## config.mk

```make
export PLATFORM = sky130hd
export DESIGN_NAME = bpc_cfg_regs_flat
export DESIGN_NICKNAME = d
export VERILOG_FILES = /design/src/hw/rtl/bpc_pkg.sv /design/src/hw/rtl/bpc_cfg_if.sv /design/src/hw/rtl/bpc_cfg_regs.sv /design/src/flat_wrapper.sv
export SDC_FILE = /design/constraint.sdc
export NUM_CORES = 1
export LEC_CHECK = 0
export BUFFER_PORTS_ARGS = -buffer_cell sky130_fd_sc_hd__clkbuf_2
export CORE_MARGIN = 4
export CORE_UTILIZATION = 47
export CTS_BUF_LIST = sky130_fd_sc_hd__clkbuf_4 sky130_fd_sc_hd__clkbuf_8
export CTS_CLUSTER_DIAMETER = 150
export DETAILED_ROUTE_END_ITERATION = 10
export HOLD_SLACK_MARGIN = 0.02
export PLACE_DENSITY = 0.82
export SKIP_LAST_GASP = 1
export SLEW_MARGIN = 30
export SYNTH_ARGS = -nofsm -noshare
export SYNTH_HDL_FRONTEND = slang
export SYNTH_SLANG_ARGS = --single-unit
export TNS_END_PERCENT = 100
```

## constraint.sdc

```tcl
create_clock -name clk_i -period 0.8 [get_ports clk_i]
set_clock_uncertainty 0.1 [all_clocks]
set_input_delay 0.04 -clock clk_i [delete_from_list [all_inputs] [get_ports clk_i]]
set_output_delay 0.04 -clock clk_i [all_outputs]
set_load 0.005 [all_outputs]
```

## src/hw/rtl/bpc_pkg.sv

```systemverilog
package bpc_pkg;

  localparam int unsigned RawW      = 24;
  localparam int unsigned CalW      = 16;
  localparam int unsigned CfgIdxW   = 3;
  localparam int unsigned DtW       = 25;
  localparam int unsigned CoefProdW = 42;
  localparam int unsigned DtSqW     = 50;
  localparam int unsigned T2W       = 17;
  localparam int unsigned TempW     = 19;
  localparam int unsigned TempExtW  = 20;
  localparam int unsigned TempSqW   = 40;
  localparam int unsigned SqW       = 36;
  localparam int unsigned OffW      = 40;
  localparam int unsigned PartW     = 20;
  localparam int unsigned PartLoW   = RawW + PartW;
  localparam int unsigned PartHiW   = RawW + 1 + OffW - PartW;
  localparam int unsigned ProdW     = 64;
  localparam int unsigned DiffW     = 45;
  localparam int unsigned PressW    = 32;
  localparam int unsigned NumStages = 10;

  localparam logic signed [TempW-1:0] TempBase    = 19'sd2000;
  localparam logic signed [TempW-1:0] TempVeryLow = -19'sd1500;

  typedef enum logic [CfgIdxW-1:0] {
    CfgC1   = 3'd0,
    CfgC2   = 3'd1,
    CfgC3   = 3'd2,
    CfgC4   = 3'd3,
    CfgC5   = 3'd4,
    CfgC6   = 3'd5,
    CfgSoEn = 3'd6
  } cfg_idx_e;

  typedef struct packed {
    logic [CalW-1:0] c1;
    logic [CalW-1:0] c2;
    logic [CalW-1:0] c3;
    logic [CalW-1:0] c4;
    logic [CalW-1:0] c5;
    logic [CalW-1:0] c6;
    logic            so_en;
  } cal_t;

  typedef logic [NumStages-1:0] stage_en_t;

  // Hand-off from the coefficient stages to the pressure stages.
  typedef struct packed {
    logic [RawW-1:0]         d1;
    logic signed [OffW-1:0]  off;
    logic signed [OffW-1:0]  sens;
    logic signed [TempW-1:0] temp;
  } coef_res_t;

endpackage

```

## src/hw/rtl/bpc_cfg_if.sv

```systemverilog
interface bpc_cfg_if;
  import bpc_pkg::*;

  logic               valid;
  logic               ready;
  logic [CfgIdxW-1:0] index;
  logic [CalW-1:0]    data;

  modport source (output valid, index, data, input ready);
  modport sink   (input valid, index, data, output ready);

endinterface

```

## src/hw/rtl/bpc_cfg_regs.sv

```systemverilog
module bpc_cfg_regs (
  input  logic           clk_i,
  input  logic           rst_ni,
  bpc_cfg_if.sink        cfg_i,
  output bpc_pkg::cal_t  cal_o
);
  import bpc_pkg::*;

  cal_t cal_d, cal_q;

  assign cfg_i.ready = 1'b1;

  always_comb begin
    cal_d = cal_q;
    if (cfg_i.valid) begin
      unique case (cfg_idx_e'(cfg_i.index))
        CfgC1:   cal_d.c1    = cfg_i.data;
        CfgC2:   cal_d.c2    = cfg_i.data;
        CfgC3:   cal_d.c3    = cfg_i.data;
        CfgC4:   cal_d.c4    = cfg_i.data;
        CfgC5:   cal_d.c5    = cfg_i.data;
        CfgC6:   cal_d.c6    = cfg_i.data;
        CfgSoEn: cal_d.so_en = cfg_i.data[0];
        default: cal_d = cal_q;
      endcase
    end
  end

  always_ff @(posedge clk_i or negedge rst_ni) begin
    if (!rst_ni) begin
      cal_q <= '{c1: '0, c2: '0, c3: '0, c4: '0, c5: '0, c6: '0, so_en: 1'b1};
    end else begin
      cal_q <= cal_d;
    end
  end

  assign cal_o = cal_q;

endmodule

```

## src/flat_wrapper.sv

```systemverilog
// flat-port wrapper written by rule: the top's interface ports become plain ports
module bpc_cfg_regs_flat import bpc_pkg::*;
  (clk_i, rst_ni, cal_o, cfg_i_valid, cfg_i_index, cfg_i_data, cfg_i_ready);
  bpc_cfg_if cfg_i_i ();
  input  logic clk_i;
  input  logic rst_ni;
  output bpc_pkg::cal_t cal_o;
  input wire logic [$bits(cfg_i_i.valid)-1:0] cfg_i_valid;
  input wire logic [$bits(cfg_i_i.index)-1:0] cfg_i_index;
  input wire logic [$bits(cfg_i_i.data)-1:0] cfg_i_data;
  output wire logic [$bits(cfg_i_i.ready)-1:0] cfg_i_ready;
  assign cfg_i_i.valid = cfg_i_valid;
  assign cfg_i_i.index = cfg_i_index;
  assign cfg_i_i.data = cfg_i_data;
  assign cfg_i_ready = cfg_i_i.ready;
  bpc_cfg_regs u_core (.clk_i(clk_i), .rst_ni(rst_ni), .cfg_i(cfg_i_i), .cal_o(cal_o));
endmodule
```

==> results.md <==
* Status: finished with violations
* Violated checks: negative hold slack, negative setup slack
* Final setup TNS at -41.93 ns
* Slowest cell on crit path: dfrtp_1
* Power, Total at about 0.017 W
* Drt drc at 0
* Crit path cell chain: buf_6 > clkbuf_2
* Synth-to-Final Area Change at 74.6%
* CTS tree: built
* Global-route wire length before repair at roughly 17000 um
* Total Die Area at ~9400 sq um
* Synth Area in Compound Gates at 0%
* # nets final at roughly 480
* Max Buffers Root-to-Sink at 2
* Row Count at 32
* Initial DRT Pass Iterations at 4
* Simple-gate share of the synthesized area at between 2 and 3%
* Clk sink count at 97
* Die W at 97.2 um
* Gr ovfl total at 0
* Leakage power total at 3.37 nW
* CTS H-tree depth at 3
* CP Launch Type: flop
* Drt first-iter violations at ~60
* Psw at around 0.0045 W
* Layout cells sized above 1 at 78.5%
* Final setup margin at -0.366 ns
* Net Sw Frac at 26.7%
* Die Y at 97.2 um
* YS warnings at 0
* Adder-cell share of the synthesized area at 0%
* Max incr delay on CP at about 0.44 ns
* Reg clk slew, reported paths at 0.11 ns
* Pint at 0.0122 W
* Post-layout min period at ~1.2 ns
* Setup-failing EPs final at around 190
* Number of global-route vias before repair at ~3.1k
* WHS at -0.108 ns
* WP buf/inv at 2
* GP Congestion at 0.735
* Later-pin clock latency in the skew report at 0.37 ns
* Min-delay src: cfg_i_data[9]
* Crit end category: output pin
* Via Count at ~2.8k
* Post-DR wirelength/cell at approximately 21 um
* Post-placement cell count at a little under 500
* Cells after Synth at 213
* Max_cap viols at 0
* Biggest area consumer among synthesized cells: dfrtp_1
* Sequential Power Share at about two fifths
* Reg2Reg Setup Slack at -0.25 ns
* Share of Yosys cell area claimed by the top area cell type at between 60% and 70%
* Sequential element share of the synthesized area at around two thirds
* Crit Reg-Reg Endpoint: u_core.cal_o[53]
* IO buf count at 118
* Initial Util at between 40% and 50%
* Worst Reg2Reg Path Length in Cells at 2
* CTS buffer count at 9
* Core box area at about 7700 sq um
* Number of flip-flops in the largest register at a little under 100
* Post-synthesis mux area share at between 20% and 30%
* I/O pin count at 120
* WHS Path Cells at 2
* Largest family of logic cells by synthesized area: multiplexers
* CP delay by family, top: flip-flops
* Aggregate routed wire length at between 10000 and 15000 um
* Pre-CTS setup slack at -0.583 ns
* DP Wirelength at 6550 um
* WHS Endpoint: u_core.cal_o[74]
* Post-CTS Hold Buffers at 1
* Antenna diode count at 0
* Global Route Usage Sum at approximately 22%
* Critical path type: flop to output pin
* CTS root buffer: clkbuf_8
* Max frequency at about 860 MHz
* RR Startpoint: u_core.cal_o[53]
* Clock network fraction of total power at 21.6%
* Crit-path max FO at 2
* Pwr Density at ~2600 nW/um^2
* Mapped cell area at about 3700 sq um
* Worst vdd ir at 0.00169 V
* Final Non-Filler Cells at about 560
* Final period utilization at 146%
* Final antenna-violating net count at 0
* Pin count of the biggest net entering global routing at between 40 and 50
* Vias per cell at 5.02
* Worst EP arrival at about 1.0 ns
* Final Hold Viols at just under 100
* RSZ-0062 raised after global routing: yes
* Area share of xor/xnor cells in the synthesized design at 0%
* WP data required at 0.66 ns
* Synth Net Count at ~240
* Commonest cells after routing, fill and taps aside: buf_6, dfrtp_1, mux2_4, clkbuf_2, buf_4
* Most common cell after layout, fill and taps aside: buf_6
* Fin. max-slew vios at 0
* Combinational power share at 37.3%
* Synth cell types at 13
* #FFs+latches synth at 97
* HP Class: input port to flop
* Synth top area cells: dfrtp_1, mux2_2, buf_6
* Syn Area/Cell at between 15 and 20 sq um
* Initial antenna violation count at 0
## layer usage
metal,wire [um],up-vias,GRT usage (%)
li1,-,1238,-
met1,4900,1469,28.8
met2,6160,102,36.8
met3,595,14,6.10
met4,131,0,5.94
met5,0,-,0
## per-stage QoR
stage	instance area, sq um	util, %
3_3_place_gp	5090	65.9
3_5_place_dp	5090	65.9
6_report	6530	84.5
4_1_cts	6000	77.7
5_1_grt	6530	84.5
2_1_floorplan	3940	-
## cell usage after synthesis, drive strengths merged
cell	instances
mux2	97
buf	11
dfrtp	96
and4bb	3
nand4b	3
conb	1
nor4b	1
dfstp	1
## power by group through the flow
stage | clock network (W) | logic, W | registers, W
floorplan | 0 | 0.00136 | 0.00670
global placement | 0 | 0.00370 | 0.00663
detailed placement | 0 | 0.00381 | 0.00671
CTS | 0.00362 | 0.00499 | 0.00665
global route | 0.00392 | 0.00657 | 0.00699
finish | 0.00361 | 0.00622 | 0.00686
## layout make-up
| cell class | count | area (sq um) |
|---|---|---|
| Clock inverter | 7 | 101 |
| Tap cell | 102 | 128 |
| Timing Repair Buffer | 242 | 2190 |
| Multi-Input combinational cell | 105 | 1560 |
| Clock buffer | 9 | 124 |
| Fill cell | 357 | 1200 |
| Sequential cell | 97 | 2430 |
## worst max-delay path by stage
stage / from / depth (start not counted) / endpoint
floorplan: cfg_i_index[0] / 4 / u_core.cal_o[86]
global placement: cfg_i_index[2] / 4 / u_core.cal_o[62]
detailed placement: cfg_i_index[2] / 4 / u_core.cal_o[60]
CTS: u_core.cal_o[52] / 2 / cal_o[52]
global route: u_core.cal_o[63] / 2 / cal_o[63]
finish: u_core.cal_o[53] / 2 / cal_o[53]
## logic make-up (layout without fill, tap and decap cells)
| kind of cell | after synthesis | after routing |
|---|---|---|
| buffers and inverters | 11 | 258 |
| flip-flops | 97 | 97 |
| multiplexers | 97 | 97 |
| other | 1 | 1 |
| AND/OR/NAND/NOR | 7 | 7 |
## what timing repair did
item                                    CTS  global route
endpoints found under the hold margin   194            97
setup buffers                            42            26
pin swaps                                 2             2
cloned                                    2             0
endpoints found under the setup margin  194           194
resized for setup                        76            98
Note: power is estimated with default switching activity, not from simulation.
