==> src/hw/rtl/bpc_pkg.sv <==
package bpc_pkg;

  localparam int unsigned RawW      = 24;
  localparam int unsigned CalW      = 16;
  localparam int unsigned CfgIdxW   = 3;
  localparam int unsigned DtW       = 25;
  localparam int unsigned CoefProdW = 42;
  localparam int unsigned DtSqW     = 50;
  localparam int unsigned T2W       = 17;
  localparam int unsigned TempW     = 19;
  localparam int unsigned TempExtW  = 20;
  localparam int unsigned TempSqW   = 40;
  localparam int unsigned SqW       = 36;
  localparam int unsigned OffW      = 40;
  localparam int unsigned PartW     = 20;
  localparam int unsigned PartLoW   = RawW + PartW;
  localparam int unsigned PartHiW   = RawW + 1 + OffW - PartW;
  localparam int unsigned ProdW     = 64;
  localparam int unsigned DiffW     = 45;
  localparam int unsigned PressW    = 32;
  localparam int unsigned NumStages = 10;

  localparam logic signed [TempW-1:0] TempBase    = 19'sd2000;
  localparam logic signed [TempW-1:0] TempVeryLow = -19'sd1500;

  typedef enum logic [CfgIdxW-1:0] {
    CfgC1   = 3'd0,
    CfgC2   = 3'd1,
    CfgC3   = 3'd2,
    CfgC4   = 3'd3,
    CfgC5   = 3'd4,
    CfgC6   = 3'd5,
    CfgSoEn = 3'd6
  } cfg_idx_e;

  typedef struct packed {
    logic [CalW-1:0] c1;
    logic [CalW-1:0] c2;
    logic [CalW-1:0] c3;
    logic [CalW-1:0] c4;
    logic [CalW-1:0] c5;
    logic [CalW-1:0] c6;
    logic            so_en;
  } cal_t;

  typedef logic [NumStages-1:0] stage_en_t;

  // Hand-off from the coefficient stages to the pressure stages.
  typedef struct packed {
    logic [RawW-1:0]         d1;
    logic signed [OffW-1:0]  off;
    logic signed [OffW-1:0]  sens;
    logic signed [TempW-1:0] temp;
  } coef_res_t;

endpackage

==> src/hw/rtl/bpc_press_stages.sv <==
module bpc_press_stages (
  input  logic                              clk_i,
  input  bpc_pkg::stage_en_t                en_i,
  input  bpc_pkg::coef_res_t                coef_i,
  output logic signed [bpc_pkg::PressW-1:0] pressure_o,
  output logic signed [bpc_pkg::TempW-1:0]  temperature_o
);
  import bpc_pkg::*;

  // Stage 7: D1 * SENS as two partial products.
  logic [PartLoW-1:0]          pp_lo_d, pp_lo_q;
  logic signed [PartHiW-1:0]   pp_hi_d, pp_hi_q;
  logic signed [OffW-1:0]      off_s7_q;
  logic signed [TempW-1:0]     temp_s7_q;

  // Stage 8: full product.
  logic [PartHiW+PartW-1:0]    hi_ext;
  logic signed [ProdW-1:0]     prod_d, prod_q;
  logic signed [OffW-1:0]      off_s8_q;
  logic signed [TempW-1:0]     temp_s8_q;

  // Stage 9: scaled product minus offset.
  logic signed [ProdW-1:0]     prod_sh;
  logic signed [DiffW-1:0]     diff_d, diff_q;
  logic signed [TempW-1:0]     temp_s9_q;

  // Stage 10: output register.
  logic signed [DiffW-1:0]     diff_sh;
  logic signed [PressW-1:0]    press_q;
  logic signed [TempW-1:0]     temp_s10_q;

  assign pp_lo_d = coef_i.d1 * coef_i.sens[PartW-1:0];
  assign pp_hi_d = $signed({1'b0, coef_i.d1}) * $signed(coef_i.sens[OffW-1:PartW]);

  assign hi_ext = {pp_hi_q, {PartW{1'b0}}};
  assign prod_d = $signed(hi_ext[ProdW-1:0])
                + $signed({{(ProdW-PartLoW){1'b0}}, pp_lo_q});

  assign prod_sh = prod_q >>> 21;
  assign diff_d  = $signed(prod_sh[DiffW-1:0])
                 - $signed({{(DiffW-OffW){off_s8_q[OffW-1]}}, off_s8_q});

  // The difference stays well inside 44 bits, so after the final shift the
  // pressure always lies within the 32-bit range and never saturates.
  assign diff_sh = diff_q >>> 15;

  always_ff @(posedge clk_i) begin
    if (en_i[6]) begin
      pp_lo_q   <= pp_lo_d;
      pp_hi_q   <= pp_hi_d;
      off_s7_q  <= coef_i.off;
      temp_s7_q <= coef_i.temp;
    end
    if (en_i[7]) begin
      prod_q    <= prod_d;
      off_s8_q  <= off_s7_q;
      temp_s8_q <= temp_s7_q;
    end
    if (en_i[8]) begin
      diff_q    <= diff_d;
      temp_s9_q <= temp_s8_q;
    end
    if (en_i[9]) begin
      press_q    <= $signed(diff_sh[PressW-1:0]);
      temp_s10_q <= temp_s9_q;
    end
  end

  assign pressure_o    = press_q;
  assign temperature_o = temp_s10_q;

endmodule

==> config.mk <==
export PLATFORM = sky130hd
export DESIGN_NAME = bpc_press_stages
export DESIGN_NICKNAME = d
export VERILOG_FILES = /design/src/hw/rtl/bpc_pkg.sv /design/src/hw/rtl/bpc_press_stages.sv
export SDC_FILE = /design/constraint.sdc
export NUM_CORES = 2
export LEC_CHECK = 0
export BUFFER_PORTS_ARGS = -buffer_cell sky130_fd_sc_hd__buf_2
export CORE_ASPECT_RATIO = 0.7
export CORE_MARGIN = 2
export CORE_UTILIZATION = 48
export DETAILED_ROUTE_END_ITERATION = 16
export PLACE_DENSITY_LB_ADDON = 0.12
export SETUP_SLACK_MARGIN = 0.1
export SLEW_MARGIN = 20
export SYNTH_ARGS = -nofsm -noshare
export SYNTH_HDL_FRONTEND = slang
export SYNTH_SLANG_ARGS = --single-unit
==> constraint.sdc <==
create_clock -name clk_i -period 10.1 [get_ports clk_i]
set_input_delay 2.02 -clock clk_i [delete_from_list [all_inputs] [get_ports clk_i]]
set_output_delay 2.02 -clock clk_i [all_outputs]
set_load 0.01 [all_outputs]
==> impl_metrics.toml <==
[clock_tree]
clock_sinks = 325
path_clk_slew_ns = 0.07
cts_resized = 0
post_cts_buffers = 0
cts_hold_buf = 0
clock_path_buffers = 3
insertion_delay_ns = 0.60
cts_tree = "done"
cts_root_buf = "clkbuf_16"
numCtsBuffers = 30
ctsHtreeMaxLevel = 1

[worst_setup_path]
r2r-end = "prod_q[58]"
worstPathCellList = "buf_2 -> nand2_1 -> fa_1 -> fa_1 -> fa_1 -> fa_1 -> inv_1 -> fa_1 -> fa_1 -> inv_1 -> fa_1 -> inv_1 -> ha_1 -> a21oi_1 -> o21ai_0 -> a311oi_1 -> o21ai_0 -> o21ai_1 -> a31oi_4 -> a2111oi_0 -> o21bai_1 -> xor2_1"
required_ns = 10.42
max_stage_delay_ns = 0.78
rrSetupSlack_ns = 6.68
crit_arrival_ns = 9.66
cp_common_cell = "fa_1"
cp-startpoint = "coef_i[108]"
crit_path_top_delay_cell = "buf_2"
path_max_fanout = 32
worst_setup_path_start_kind = "primary input"
endpoint = "pp_hi_q[41]"
reg2reg_from = "pp_lo_q[22]"
r2r_cells = 10
end_kind = "flip-flop"
crit_type = "in2reg"

[logic_synthesis]
yosysSeqAreaShare = 0.2213
synth-adder-area-share = 0.4675
synth-simple-area-share = 0.1359
synth_top_family_by_area = "adder cells"
ys_types = 74
synthXorXnorAreaFrac = 0.02542
syn-num-nets = 5612
syn_inst = 4301
synthArstFlopShare = 0
yosys_warnings = 0
avgSynthCellArea_um2 = 10.25
synth_edf_count = 325
muxShareOfSynthArea = 0
synth_compound_gate_area_share = 0.05501
ys_ff_latch = 325
synth_flop_cell = "edfxtp_1"
synth_area_um2 = 44110

[floorplanning]
core_um2 = 90480
fp-row-count = 92
die-area_um2 = 94370
pin_count = 185
die_h_um = 257.6
start_util = 0.4875
fp.dieW_um = 366.3

[routing]
drt_iter0_drc = 2024
ant_nets = 0
first_pass_iters = 5
vias = 29517
drt_wl_total_um = 111000
post_drt_wl_per_cell_um = 19.62
drc = 0
vias_per_cell = 5.216

[final_layout]
final_nets = 5718
layout-drive-gt1-share = 0.07628
fill_cells = 8339
area_delta_synth_final_pct = 7.818

[sta]
setup_viol = 0
fin_crit_sh = 0.9249
fin_setup_tns_ns = 0
finalCriticalPeriod_ns = 9.342
finalHoldViolCount = 0
slew_headroom = 0.2921
worst_slew_pin_slew_ns = 1.062
rsz0062_at_grt = "no"
fmax_mhz = 107.0
slew_viol_final = 0
skew_ns = 0.03023

[grt]
grt_util_all_layers = 0.2458
grt.overflow.total = 0
grt_pass1_vias = 31158
grt_max_degree = 75
antenna_found_initial = 15
grt_pass1_wl_um = 180900

[run]
max-cap-violations = 0

[placement]
dp_hpwl_um = 86760
io_buffers = 178
gp_congestion = 0.8645

[status]
status = "complete, no violations"

[min_path]
hold_path.class = "reg2reg"
==> flip-flops by register name, indices dropped and copies added, names as in the netlist <==
| name | cells |
|---|---|
| pp_hi_q | 44 |
| prod_q | 43 |
| off_s7_q | 40 |
| off_s8_q | 40 |
| diff_q | 29 |
| pressure_o | 29 |
| pp_lo_q | 24 |
| temp_s7_q | 19 |
| temp_s8_q | 19 |
| temp_s9_q | 19 |
| temperature_o | 19 |
==> worst min path at each step <==
stage | from | end | slack, ns | depth (start not counted)
finish | diff_q[27] | pressure_o[12] | 0.39 | 0
global route | diff_q[25] | pressure_o[10] | 0.41 | 0
CTS | diff_q[27] | pressure_o[12] | 0.38 | 0
detailed placement | diff_q[27] | pressure_o[12] | 0.40 | 0
global placement | temp_s9_q[15] | temperature_o[15] | 0.40 | 0
floorplan | off_s7_q[0] | off_s8_q[0] | 0.40 | 0
==> synthesized netlist by cell type (3+ instances only) <==
cell type	n	area [um^2]
a21oi_2	3	26.28
nand3_1	20	100.1
buf_4	3	22.52
o22ai_1	3	18.77
xnor2_1	80	700.7
inv_1	921	3457
nor2_1	81	304.0
o211ai_2	3	37.54
a31oi_1	10	62.56
nor3_1	15	75.07
a21oi_1	99	495.5
and2_1	463	2897
nand4_1	20	125.1
nor2b_1	10	62.56
xor2_1	48	420.4
o21a_1	21	157.7
and4_1	8	70.07
ha_1	392	4905
a211oi_1	10	75.07
fa_1	785	15720
o21ai_1	5	25.02
nand2_1	541	2031
nand2b_1	19	118.9
edfxtp_1	325	9759
a221oi_1	3	26.28
a221o_1	5	50.05
a21o_1	72	540.5
a2111oi_0	3	26.28
o31ai_1	4	30.03
clkbuf_1	188	705.7
and3_1	16	100.1
o2111ai_1	3	26.28
a21boi_0	4	30.03
o211ai_1	5	37.54
o21bai_1	8	60.06
o21ai_0	55	275.3
a32oi_1	3	26.28
==> critical path, delay by kind of cell <==
family | cells | cell delay (ns)
AND/OR/NAND/NOR | 1 | 0.21
buffers and inverters | 4 | 0.93
XOR/XNOR | 1 | 0.17
AO/OA/AOI/OAI | 8 | 2.48
adder cells (fa/ha/maj) | 8 | 3.83
==> per-stage QoR <==
stage / setup WS [ns] / cells / hold slack [ns] / utilization / area (um^2)
after CTS: 0.8979 / 5653 / 0.3797 / 0.5254 / 47540
after global placement: 0.3599 / 5597 / 0.4002 / 0.5141 / 46510
after floorplan: 1.822 / 4301 / 0.4003 / - / 44110
after detailed placement: 0.3180 / 5597 / 0.4045 / 0.5141 / 46510
after global routing: 0.4464 / 5654 / 0.4070 / 0.5255 / 47540
final: 0.7582 / 5659 / 0.3938 / 0.5256 / 47550
==> placed cells by master (no fill, tap or decap), drive strengths merged, types with 21 or more instances in the layout <==
cell type  count
nand2        541
ha           392
a21oi        103
a21o          72
inv          923
nor2          82
clkbuf        35
and2         463
xnor2         80
o21ai         61
xor2          48
o21a          21
fa           785
buf          265
edfxtp       325
==> area by class of cell <==
| class | count | area, um^2 | share of cell area |
|---|---|---|---|
| antenna | 6 | 15.01 | 0.0003157 |
| clock buffer | 35 | 769.5 | 0.01618 |
| clock inverter | 21 | 260.3 | 0.005473 |
| inverter | 921 | 3457 | 0.07270 |
| multi-input combinational | 2864 | 30160 | 0.6343 |
| sequential | 325 | 9759 | 0.2052 |
| tap | 1222 | 1529 | 0.03215 |
| timing repair buffer | 265 | 1603 | 0.03370 |
==> routing by layer <==
| metal | share of wire | vias up | global-route usage | wire [um] |
|---|---|---|---|---|
| met5 | 0.0015 | - | 0.005917 | 161 |
| met4 | 0.012 | 14 | 0.02904 | 1307 |
| met3 | 0.075 | 106 | 0.04893 | 8355 |
| met2 | 0.42 | 907 | 0.3645 | 46910 |
| met1 | 0.49 | 15089 | 0.3831 | 54280 |
| li1 | - | 13401 | - | - |
==> logic make-up after synthesis <==
logic type | count (synthesis)
fa+ha+maj | 1177
compound gates | 353
flops | 325
simple gates | 1206
buf+inv | 1112
xor+xnor | 128
Power is not shown: default switching activity piles up to over one toggle a cycle in this logic, so the estimate is an artifact.
