===== src/hw/rtl/bpc_pkg.sv =====
package bpc_pkg;

  localparam int unsigned RawW      = 24;
  localparam int unsigned CalW      = 16;
  localparam int unsigned CfgIdxW   = 3;
  localparam int unsigned DtW       = 25;
  localparam int unsigned CoefProdW = 42;
  localparam int unsigned DtSqW     = 50;
  localparam int unsigned T2W       = 17;
  localparam int unsigned TempW     = 19;
  localparam int unsigned TempExtW  = 20;
  localparam int unsigned TempSqW   = 40;
  localparam int unsigned SqW       = 36;
  localparam int unsigned OffW      = 40;
  localparam int unsigned PartW     = 20;
  localparam int unsigned PartLoW   = RawW + PartW;
  localparam int unsigned PartHiW   = RawW + 1 + OffW - PartW;
  localparam int unsigned ProdW     = 64;
  localparam int unsigned DiffW     = 45;
  localparam int unsigned PressW    = 32;
  localparam int unsigned NumStages = 10;

  localparam logic signed [TempW-1:0] TempBase    = 19'sd2000;
  localparam logic signed [TempW-1:0] TempVeryLow = -19'sd1500;

  typedef enum logic [CfgIdxW-1:0] {
    CfgC1   = 3'd0,
    CfgC2   = 3'd1,
    CfgC3   = 3'd2,
    CfgC4   = 3'd3,
    CfgC5   = 3'd4,
    CfgC6   = 3'd5,
    CfgSoEn = 3'd6
  } cfg_idx_e;

  typedef struct packed {
    logic [CalW-1:0] c1;
    logic [CalW-1:0] c2;
    logic [CalW-1:0] c3;
    logic [CalW-1:0] c4;
    logic [CalW-1:0] c5;
    logic [CalW-1:0] c6;
    logic            so_en;
  } cal_t;

  typedef logic [NumStages-1:0] stage_en_t;

  // Hand-off from the coefficient stages to the pressure stages.
  typedef struct packed {
    logic [RawW-1:0]         d1;
    logic signed [OffW-1:0]  off;
    logic signed [OffW-1:0]  sens;
    logic signed [TempW-1:0] temp;
  } coef_res_t;

endpackage


===== src/hw/rtl/bpc_pipe_ctrl.sv =====
module bpc_pipe_ctrl (
  input  logic                clk_i,
  input  logic                rst_ni,
  input  logic                in_valid_i,
  output logic                in_ready_o,
  output logic                out_valid_o,
  input  logic                out_ready_i,
  output bpc_pkg::stage_en_t  en_o
);
  import bpc_pkg::*;

  stage_en_t valid_d, valid_q;
  stage_en_t stage_ready;

  // A stage may load when it is empty or when its content moves on, so
  // bubbles are squeezed out and a waiting result does not block the input.
  always_comb begin
    stage_ready[NumStages-1] = !valid_q[NumStages-1] || out_ready_i;
    for (int k = NumStages - 2; k >= 0; k--) begin
      stage_ready[k] = !valid_q[k] || stage_ready[k+1];
    end
  end

  always_comb begin
    valid_d = valid_q;
    if (stage_ready[0]) begin
      valid_d[0] = in_valid_i;
    end
    for (int k = 1; k < NumStages; k++) begin
      if (stage_ready[k]) begin
        valid_d[k] = valid_q[k-1];
      end
    end
  end

  always_ff @(posedge clk_i or negedge rst_ni) begin
    if (!rst_ni) begin
      valid_q <= '0;
    end else begin
      valid_q <= valid_d;
    end
  end

  assign en_o        = stage_ready;
  assign in_ready_o  = stage_ready[0];
  assign out_valid_o = valid_q[NumStages-1];

endmodule


===== config.mk =====
export PLATFORM = sky130hd
export DESIGN_NAME = bpc_pipe_ctrl
export DESIGN_NICKNAME = d
export VERILOG_FILES = /design/src/hw/rtl/bpc_pkg.sv /design/src/hw/rtl/bpc_pipe_ctrl.sv
export SDC_FILE = /design/constraint.sdc
export NUM_CORES = 1
export LEC_CHECK = 0
export BUFFER_PORTS_ARGS = -buffer_cell sky130_fd_sc_hd__buf_2
export CORE_AREA = 5 5 42 44
export DETAILED_ROUTE_END_ITERATION = 10
export DIE_AREA = 0 0 47 49
export SETUP_SLACK_MARGIN = 0.2
export SLEW_MARGIN = 20
export SYNTH_ARGS = -nofsm -noshare
export SYNTH_HDL_FRONTEND = slang
export SYNTH_SLANG_ARGS = --single-unit

===== constraint.sdc =====
create_clock -name clk_i -period 2 [get_ports clk_i]
set_input_delay 0.4 -clock clk_i [delete_from_list [all_inputs] [get_ports clk_i]]
set_output_delay 0.4 -clock clk_i [all_outputs]
set_load 0.05 [all_outputs]

==> results.md, run 1 <==
- Initial antenna violation count: 0
- Gate power share: 0.381
- Pleak: 0.0002460 uW
- CTS Sinks: 10
- Root buf cell: clkbuf_4
- Clock transition at path regs: 0.07 ns
- Final core occ: 0.4152
- First-pass GRT wire length: 1483 um
- Drt total wl: 1010 um
- Crit. End Element: primary output
- HPWL after DPL: 635.9 um
- RSZ-0062 raised after global routing: false
- Max Clk Rate: 0.5883 GHz
- Syn_nets: 41
- Overall routing resource usage: 0.09524
- Status: complete, no violations
- Die Area: 0.002303 mm^2
- Setup Crit Path Kind: reg2out
- Worst vdd ir: 0.6316 mV
- Starting Density: 0.3214
- Power Total: 680.2 uW
- Core Area: 0.001401 mm^2
- Mean Syn Cell Area: 12.17 um^2
- Reg with most FFs: valid_q
- Worst Setup Start Kind: register
- Period utilization: 0.8499
- Number of fill cells: 148
- Worst EP required: 1.60 ns
- Ant diodes: 0
- Die W: 47 um
- Sw Share: 0.4209
- Final min period: 1.700 ns
- Switching power: 286.3 uW
- Sequential-to-total area share from yosys stat: 0.5556
- Final hold violations: 0
- CP arrival: 1.30 ns
- Wire per inst: 14.23 um
- Number of buffers created by CTS: 3
- Yosys warns: 0
- CTS tree: built
- Routed Antenna Nets: 0
- Grt total ovfl: 0
- Final Cell Area: 581.8 um^2
- Max_slew headroom: 0.8333
- DRC: 0
- Chip height: 49 um
- Layout cells sized above 1: 0.5273
- Reg power frac: 0.408
- Largest net degree at the start of global routing: 13
- Internal: 393.9 uW
- Max reg flops: 10
- Initial DRT Pass Iterations: 4
- Row count: 14
- H-tree Lvls: 1
- Slowest stage delay, CP: 0.42 ns
- Synthesized flop and latch total: 10
- Yosys cell types: 18
- I/O Pins: 16
- Dominant cells by area after synthesis: dfrtp_1 56%, buf_6 7.5%, nand2b_1 4.2%
- Mapped cell area: 450.4 um^2
- Final Max Tran Viols: 0
- Cell Chain, Critical Path: and4_4 -> nand4_1 -> buf_2
- Cell Pwr Density: 1169 mW/mm^2
- Fin Setup TNS: 0 ns
- Total of max-cap violations: 0
- RD Place Congestion: 0.7456
- Synth area leader: dfrtp_1
- Clock power frac: 0.211
- PortBufs: 15
- Slowest cell on the critical path: dfrtp_2
- Clock Latency Late Sink: 0.27 ns
- Fin Clk Skew: 0.01262 ns
- Vias in the first global route: 329
- Max clock buf depth: 2
- Vias/cell: 5.169
- Final setup vio count: 0
- Worst-margin pin slew: 0.2518 ns
- Number of setup buffers added after CTS: 0
- Largest registers: valid_q (10)
- Syn Inst Count: 37
- CP Max Fanout: 8
- Share of the synthesized area in the top cell type: 0.5556
- DR iter-0 viols: 7
- Final Net Count: 60
- HP Class: in2reg
- Synth-to-Final Area Change: 29.17%
- Post-place instance area: 525.5 um^2
- Vias: 367
-- synthesized netlist by cell type --
library cell / n
dfrtp_1: 10
buf_6: 3
nand2b_1: 3
nand3_1: 3
a21o_1: 2
a31o_2: 2
nand2_1: 2
nand4_1: 2
a31o_1: 1
a41o_1: 1
a41o_2: 1
and3_1: 1
and4_1: 1
and4b_1: 1
buf_4: 1
inv_1: 1
nand3b_1: 1
or2_1: 1
-- layout make-up --
| type | instances | area [um^2] | area share |
|---|---|---|---|
| multi-input cells | 23 | 185.2 | 0.3183 |
| clock buffers | 4 | 26.28 | 0.04516 |
| flip-flops and latches | 10 | 254.0 | 0.4366 |
| repair buffers | 17 | 92.59 | 0.1591 |
| well taps | 16 | 20.02 | 0.03441 |
| inverters | 1 | 3.754 | 0.006452 |
-- cell usage in the layout (no fill, tap or decap) --
| cell type | instances |
|---|---|
| dfrtp_1 | 7 |
| inv_1 | 1 |
| nand4_1 | 2 |
| and3_1 | 1 |
| clkbuf_4 | 3 |
| a21o_1 | 2 |
| nand2b_1 | 3 |
| and4_4 | 1 |
| a31o_2 | 2 |
| nand3_4 | 1 |
| dfrtp_2 | 3 |
| or2_1 | 1 |
| nand3_1 | 2 |
| nand2_1 | 2 |
| buf_2 | 15 |
| a41o_1 | 1 |
| clkbuf_1 | 1 |
| nand3b_1 | 1 |
| buf_4 | 1 |
| and4b_2 | 1 |
| and4b_4 | 1 |
| dlygate4sd3_1 | 1 |
| a41o_2 | 1 |
| a31o_1 | 1 |
-- power by group through the flow --
stage	sequential (uW)	clock [uW]	combinational, uW
2_1_floorplan	271	0	213
3_3_place_gp	272	0	243
3_5_place_dp	273	0	244
4_1_cts	271	151	254
5_1_grt	283	166	275
6_report	278	143	259
-- worst max-delay path, delay by kind of cell, from the launching register on --
| family | cells | cell delay, ns |
|---|---|---|
| buffers and inverters | 1 | 0.22 |
| flip-flops | 1 | 0.42 |
| AND/OR/NAND/NOR | 2 | 0.40 |
-- timing repair --
item,in CTS,in global routing
cloned,0,1
gates resized for setup,4,2
pin swaps,0,1
endpoints found under the hold margin,10,0
hold buffers,1,0
endpoints found under the setup margin,9,5
-- cells by family after synthesis --
| kind of cell | share of synthesized area |
|---|---|
| and+or+nand+nor | 0.2056 |
| DFF | 0.5556 |
| buffers and inverters | 0.09999 |
| AOI/OAI and AO/OA | 0.1389 |
-- path summary, 6_finish.rpt --
kind	endpoint	from	depth (start not counted)	slack, ns
hold / removal	valid_q[0]	in_valid_i	2	0.33
hold reg to reg	valid_q[1]	valid_q[0]	1	0.47
setup / recovery	en_o[1]	valid_q[6]	3	0.30
setup reg to reg	valid_q[4]	valid_q[9]	3	0.76
max in group asynchronous	valid_q[6]	rst_ni	2	1.26
min in group asynchronous	valid_q[3]	rst_ni	2	0.52
-- per-stage QoR --
stage	hold slack [ns]	setup WS [ns]	std cells
5_1_grt	0.3220	0.2069	71
6_report	0.3288	0.3001	71
3_3_place_gp	0.2698	0.1919	65
4_1_cts	0.3223	0.2273	70
2_1_floorplan	0.1044	0.1145	37
3_5_place_dp	0.2733	0.1787	65
-- metal layers --
layer  part of all wire  up-vias  wire length, um  GRT usage
met1               0.42      181              426     0.1018
met5                  0        -                0          0
met2               0.48       10              486     0.1335
met3              0.056        4               57    0.03321
met4              0.040        0               40    0.09677
li1                   -      172                -          -
Power figures use the tool's default switching activity.
==> run 2, diff against run 1 <==
ABC_AREA = 1   (was default)
clock period = 1.71 ns   (was 2 ns; I/O delays follow)
==> run 2 against run 1 <==
The run now ends with negative setup slack left. First-iteration DRC count fell by 71%. Cell count up 14%. Combinational power is 96% higher. Via count shrank 10%. Register-to-register slack worse by 0.31 ns. Critical path type unchanged. Largest power group is now combinational cells.
==> results.md, run 2 <==
- Final core occ: 0.4848
- Number of buffers created by CTS: 3
- Final hold violations: 0
- CP Max Fanout: 5
- Post-synth ARST share: 1.000
- Yosys cell types: 10
- H-tree Lvls: 1
- Worst-margin pin slew: 0.2496 ns
- CP bufs+invs: 1
- Dominant cells by area after synthesis: dfrtp_1 57%, inv_1 10%, nand2_1 9.5%
- Final WS setup: -0.06307 ns
- Syn Inst Count: 43
- Final Net Count: 70
- Slowest cell on the critical path: dfrtp_1
- Hold WS: 0.2566 ns
- Synth area leader: dfrtp_1
- Initial DRT Pass Iterations: 2
- Slowest stage delay, CP: 0.39 ns
- Worst vdd ir: 0.7121 mV
- Sw Share: 0.4283
- Hold_sp: in_valid_i
- Setup Crit Path Kind: reg2out
- Worst R2R Start: valid_q[8]
- CTS tree: built
- Vias: 329
- Drt total wl: 826 um
- Period utilization: 1.037
- DR iter-0 viols: 2
- Commonest non-fill, non-tap cell in the layout: inv_1
- PortBufs: 15
- Post-synth top cells: 12 x inv_1, 11 x nand2_1, 10 x dfrtp_1
- Core Area: 0.001401 mm^2
- HPWL after DPL: 644.5 um
- I/O Pins: 16
- Synthesized flop and latch total: 10
- Worst Setup Start Kind: register
- Grt total ovfl: 0
- Starting Density: 0.3116
- Vias/cell: 4.062
- Overall routing resource usage: 0.08683
- Largest net degree at the start of global routing: 11
- FF-to-FF setup slack: 0.45 ns
- Most common cell in the synthesized netlist: inv_1
- Syn_nets: 47
- Internal: 599.0 uW
- Non-filler cells, final: 81
- Worst EP required: 1.37 ns
- Wire per inst: 10.20 um
- Failing checks: negative setup slack
- Share of the synthesized area in the top cell type: 0.5731
- Cell Pwr Density: 1542 mW/mm^2
- Final Max Tran Viols: 0
- DRC: 0
- Mapped cell area: 436.7 um^2
- CP top delay family: simple AND/OR/NAND/NOR gates
- Final setup vio count: 4
- Vias in the first global route: 352
- CTS Sinks: 10
- Status: finished with violations
- Max Clk Rate: 0.5640 GHz
- Max clock buf depth: 2
- Die Area: 0.002303 mm^2
- First-pass GRT wire length: 1428 um
- HP Class: in2reg
- Yosys warns: 0
- Root buf cell: clkbuf_4
- Total of max-cap violations: 0
- Critical path origin: valid_q[8]
- Reg with most FFs: valid_q
- RSZ-0062 raised after global routing: true
- Layout cells sized above 1: 0.4923
- Gate power share: 0.484
- Sequential-to-total area share from yosys stat: 0.5731
- Row count: 14
- Commonest cells after routing, fill and taps aside: 12 x inv_1, 11 x nand2_1, 9 x dfrtp_1
- RD Place Congestion: 0.6438
- Clock Latency Late Sink: 0.26 ns
- Chip height: 49 um
- Switching power: 448.8 uW
- Die W: 47 um
- Initial antenna violation count: 0
- Most used flip-flop cell after synthesis: dfrtp_1
- Reg power frac: 0.318
- Final min period: 1.773 ns
- Synth-to-Final Area Change: 55.59%
- Number of fill cells: 126
- Pleak: 0.0003497 uW
- Ant diodes: 0
- CP arrival: 1.43 ns
- Mean Syn Cell Area: 10.16 um^2
- Routed Antenna Nets: 0
- Cell Chain, Critical Path: nand3_4 -> nor2_4 -> nand4_4 -> nor2_4 -> nand4_4 -> buf_6
- Clock transition at path regs: 0.07 ns
- Clock power frac: 0.198
- DP Cell Count: 75
- Max reg flops: 10
- Fin Clk Skew: 0.002168 ns
- Max_slew headroom: 0.8347
- Largest registers: valid_q (10)
- Crit. End Element: primary output
- Post-synth EDFFs: 0
run 2: timing repair:
item | 4_1_cts | 5_1_grt
resized for setup | 19 | 3
cloned | 0 | 0
hold buffers | 1 | 0
setup buffers | 0 | 1
pin swaps | 1 | 1
hold endpoints to repair | 10 | 0
setup endpoints to repair | 9 | 10
run 2: cells by family after synthesis:
group                  Yosys count  share of synthesized area
AND/OR/NAND/NOR                 20                     0.3066
buffers and inverters           13                     0.1203
flip-flops                      10                     0.5731
run 2: worst min-delay path: cells and delay by family:
kind,cells,cell delay [ns]
and+or+nand+nor,1,0.04
buffers and inverters,2,0.10
run 2: power groups by stage:
stage	Sequential [uW]	Combinational (uW)	Clock, uW
2_1_floorplan	335	327	0
3_3_place_gp	337	417	0
3_5_place_dp	339	421	0
4_1_cts	335	500	218
5_1_grt	339	538	235
6_report	334	507	207
run 2: stage by stage:
step / setup WS, ns / cell area [um^2] / power [uW] / TNS (ns)
after global placement: 0.01364 / 556.8 / 754.5 / 0
after floorplan: -0.5641 / 457.9 / 662.3 / -3.453
final: -0.06307 / 679.4 / 1048 / -0.2259
after global routing: -0.1915 / 679.4 / 1111 / -0.9578
after detailed placement: -0.007477 / 556.8 / 759.8 / -0.01449
after CTS: -0.08057 / 661.9 / 1053 / -0.2696
run 2: area by class of cell:
| cell class | count | area (um^2) | share of cell area |
|---|---|---|---|
| Clock buffer | 4 | 36.28 | 0.05341 |
| Sequential cell | 10 | 251.5 | 0.3702 |
| Tap cell | 16 | 20.02 | 0.02947 |
| Inverter | 12 | 45.04 | 0.06630 |
| Timing Repair Buffer | 19 | 173.9 | 0.2560 |
| Multi-Input combinational cell | 20 | 152.6 | 0.2247 |
run 2: routing by layer:
layer  vias up  share of wire  GRT usage  wire length, um
met5         -              0          0                0
met4         0              0    0.04147                0
met3         0          0.096    0.03690               79
met2        14           0.49     0.1335              405
met1       148           0.41     0.1000              341
li1        167              -          -                -
run 2: final timing paths:
path,to,cells after the start
worst max-delay path,en_o[0],6
worst min-delay path,valid_q[0],3
worst max register to register,valid_q[1],7
worst min register to register,valid_q[4],2
max in group asynchronous,valid_q[9],2
min in group asynchronous,valid_q[8],2
==> run 3, diff against run 2 <==
ABC_AREA = default   (was 1)
==> run 3 against run 2 <==
The run now ends clean. Clock power about the same. Die area unchanged. Sequential power down 10%. Design area up 3.1%. Total power down 12%. Clock-buffer cell count unchanged. Clock skew up 0.0027 ns. Flip-flop and latch count unchanged. Register-to-register slack about the same. Worst setup slack better by 0.15 ns. Routed wire length up 15%. Non-clock buffer count up 4. Critical path type unchanged. Largest cell class unchanged. Highest routed layer unchanged.
==> results.md, run 3 (synthesis gave the netlist of run 1 again) <==
- Starting Density: 0.3214
- Initial antenna violation count: 0
- Post-place instance area: 553.0 um^2
- Clock transition at path regs: 0.06 ns
- Largest net degree at the start of global routing: 11
- Worst-margin pin slew: 0.2493 ns
- Max reg flops: 10
- Clock Latency Late Sink: 0.26 ns
- Crit. End Element: primary output
- Switching power: 343.1 uW
- Layout cells sized above 1: 0.5333
- First-pass GRT wire length: 1607 um
- Cell Pwr Density: 1312 mW/mm^2
- DR iter-0 viols: 4
- Worst Setup Start Kind: register
- CP Max Fanout: 10
- HP Class: in2reg
- Worst vdd ir: 0.9974 mV
- Ant diodes: 0
- Grt total ovfl: 0
- Die Area: 0.002303 mm^2
- Worst R2R Start: valid_q[9]
- Internal: 575.9 uW
- Overall routing resource usage: 0.09836
- Reg with most FFs: valid_q
- Max Clk Rate: 0.6155 GHz
- Final setup vio count: 0
- CTS Sinks: 10
- Root buf cell: clkbuf_4
- Wire per inst: 12.55 um
- Core Area: 0.001401 mm^2
- CP arrival: 1.28 ns
- Vias/cell: 4.724
- Total of max-cap violations: 0
- Max clock buf depth: 2
- Final Max Tran Viols: 0
- Worst EP required: 1.37 ns
- Final Cell Area: 700.7 um^2
- Sw Share: 0.3733
- RSZ-0062 raised after global routing: true
- Number of buffers created by CTS: 3
- Row count: 14
- Gr busiest metal: met2
- Final Net Count: 65
- DP Cell Count: 67
- Multi-input gate area: 170.2 um^2
- Met1 Resource Use GR: 0.1096
- Synth-to-Final Area Change: 55.56%
- H-tree Lvls: 1
- Non-filler cells, final: 76
- Hold_sp: in_valid_i
- Fin Clk Skew: 0.004863 ns
- Commonest cells after routing, fill and taps aside: 9 x dfrtp_1, 8 x buf_4, 7 x buf_6
- Reg area: 251.5 um^2
- RD Place Congestion: 0.7037
- Status: complete, no violations
- Grt met3 use: 0.06642
- Largest registers: valid_q (10)
- Period utilization: 0.9501
- Clock power frac: 0.222
- PortBufs: 15
- Critical path origin: valid_q[9]
- Gate power share: 0.451
- Drt total wl: 954 um
- I/O Pins: 16
- Final min period: 1.625 ns
- Pleak: 0.0003163 uW
- DRC: 0
- Die W: 47 um
- Routed Antenna Nets: 0
- Setup Crit Path Kind: reg2out
- M2 GR Usage: 0.1561
- Initial DRT Pass Iterations: 2
- Commonest non-fill, non-tap cell in the layout: dfrtp_1
- CTS tree: built
- Vias: 359
- Vias in the first global route: 373
- HPWL after DPL: 614.9 um
- Reg power frac: 0.326
- Max_slew headroom: 0.8349
- Number of fill cells: 130
- Chip height: 49 um
- Final hold violations: 0
-- run 3: power groups by stage --
stage                     clock, uW  sequential (uW)  combinational, uW
after floorplan                   0              317                249
after global placement            0              302                336
after detailed placement          0              303                336
after CTS                       215              298                412
after global routing            233              303                440
final                           204              300                415
-- run 3: worst max-delay path, cell delays in order, from the launching register on --
cell	delay, ns
dfrtp_2	0.40
and4b_1	0.21
buf_12	0.15
nand4_1	0.10
buf_6	0.16
-- run 3: timing repair --
item / 4_1_cts / 5_1_grt
gates resized for setup: 22 / 4
setup endpoints to repair: 9 / 11
hold buffers: 1 / 0
setup buffers: 4 / 0
endpoints found under the hold margin: 10 / 0
pin swaps: 1 / 0
-- run 3: metrics by stage --
stage                     setup WS (ns)  power [uW]  hold slack [ns]  setup TNS, ns    util
after global routing          -0.005437       976.6           0.2678      -0.005437  0.5000
after floorplan                 -0.1175       566.3          0.04641        -0.3215       -
after global placement           0.1714       637.8           0.2129              0  0.3946
final                           0.08536       919.0           0.2762              0  0.5000
after detailed placement         0.1687       638.8           0.2145              0  0.3946
after CTS                       0.06087       926.3           0.2698              0  0.4964
-- run 3: layout make-up --
type | count | share of cell area
Tap cell | 16 | 0.02857
Timing Repair Buffer | 23 | 0.3125
Multi-Input combinational cell | 22 | 0.2429
Clock buffer | 4 | 0.05179
Sequential cell | 10 | 0.3589
Inverter | 1 | 0.005357
-- run 3: final timing paths --
kind / endpoint / slack, ns / depth (start not counted)
min in group asynchronous: valid_q[8] / 0.47 / 2
min reg2reg: valid_q[1] / 0.45 / 1
max: en_o[1] / 0.09 / 4
max in group asynchronous: valid_q[9] / 1.04 / 2
min: valid_q[0] / 0.28 / 2
max reg2reg: valid_q[4] / 0.44 / 4
-- run 3: per-layer routing --
layer  wire length, um  vias to the layer above  share of wire
met4                 0                        0              0
met2               496                        9           0.52
met5                 0                        -              0
li1                  -                      180              -
met1               382                      170           0.40
met3                75                        0          0.079
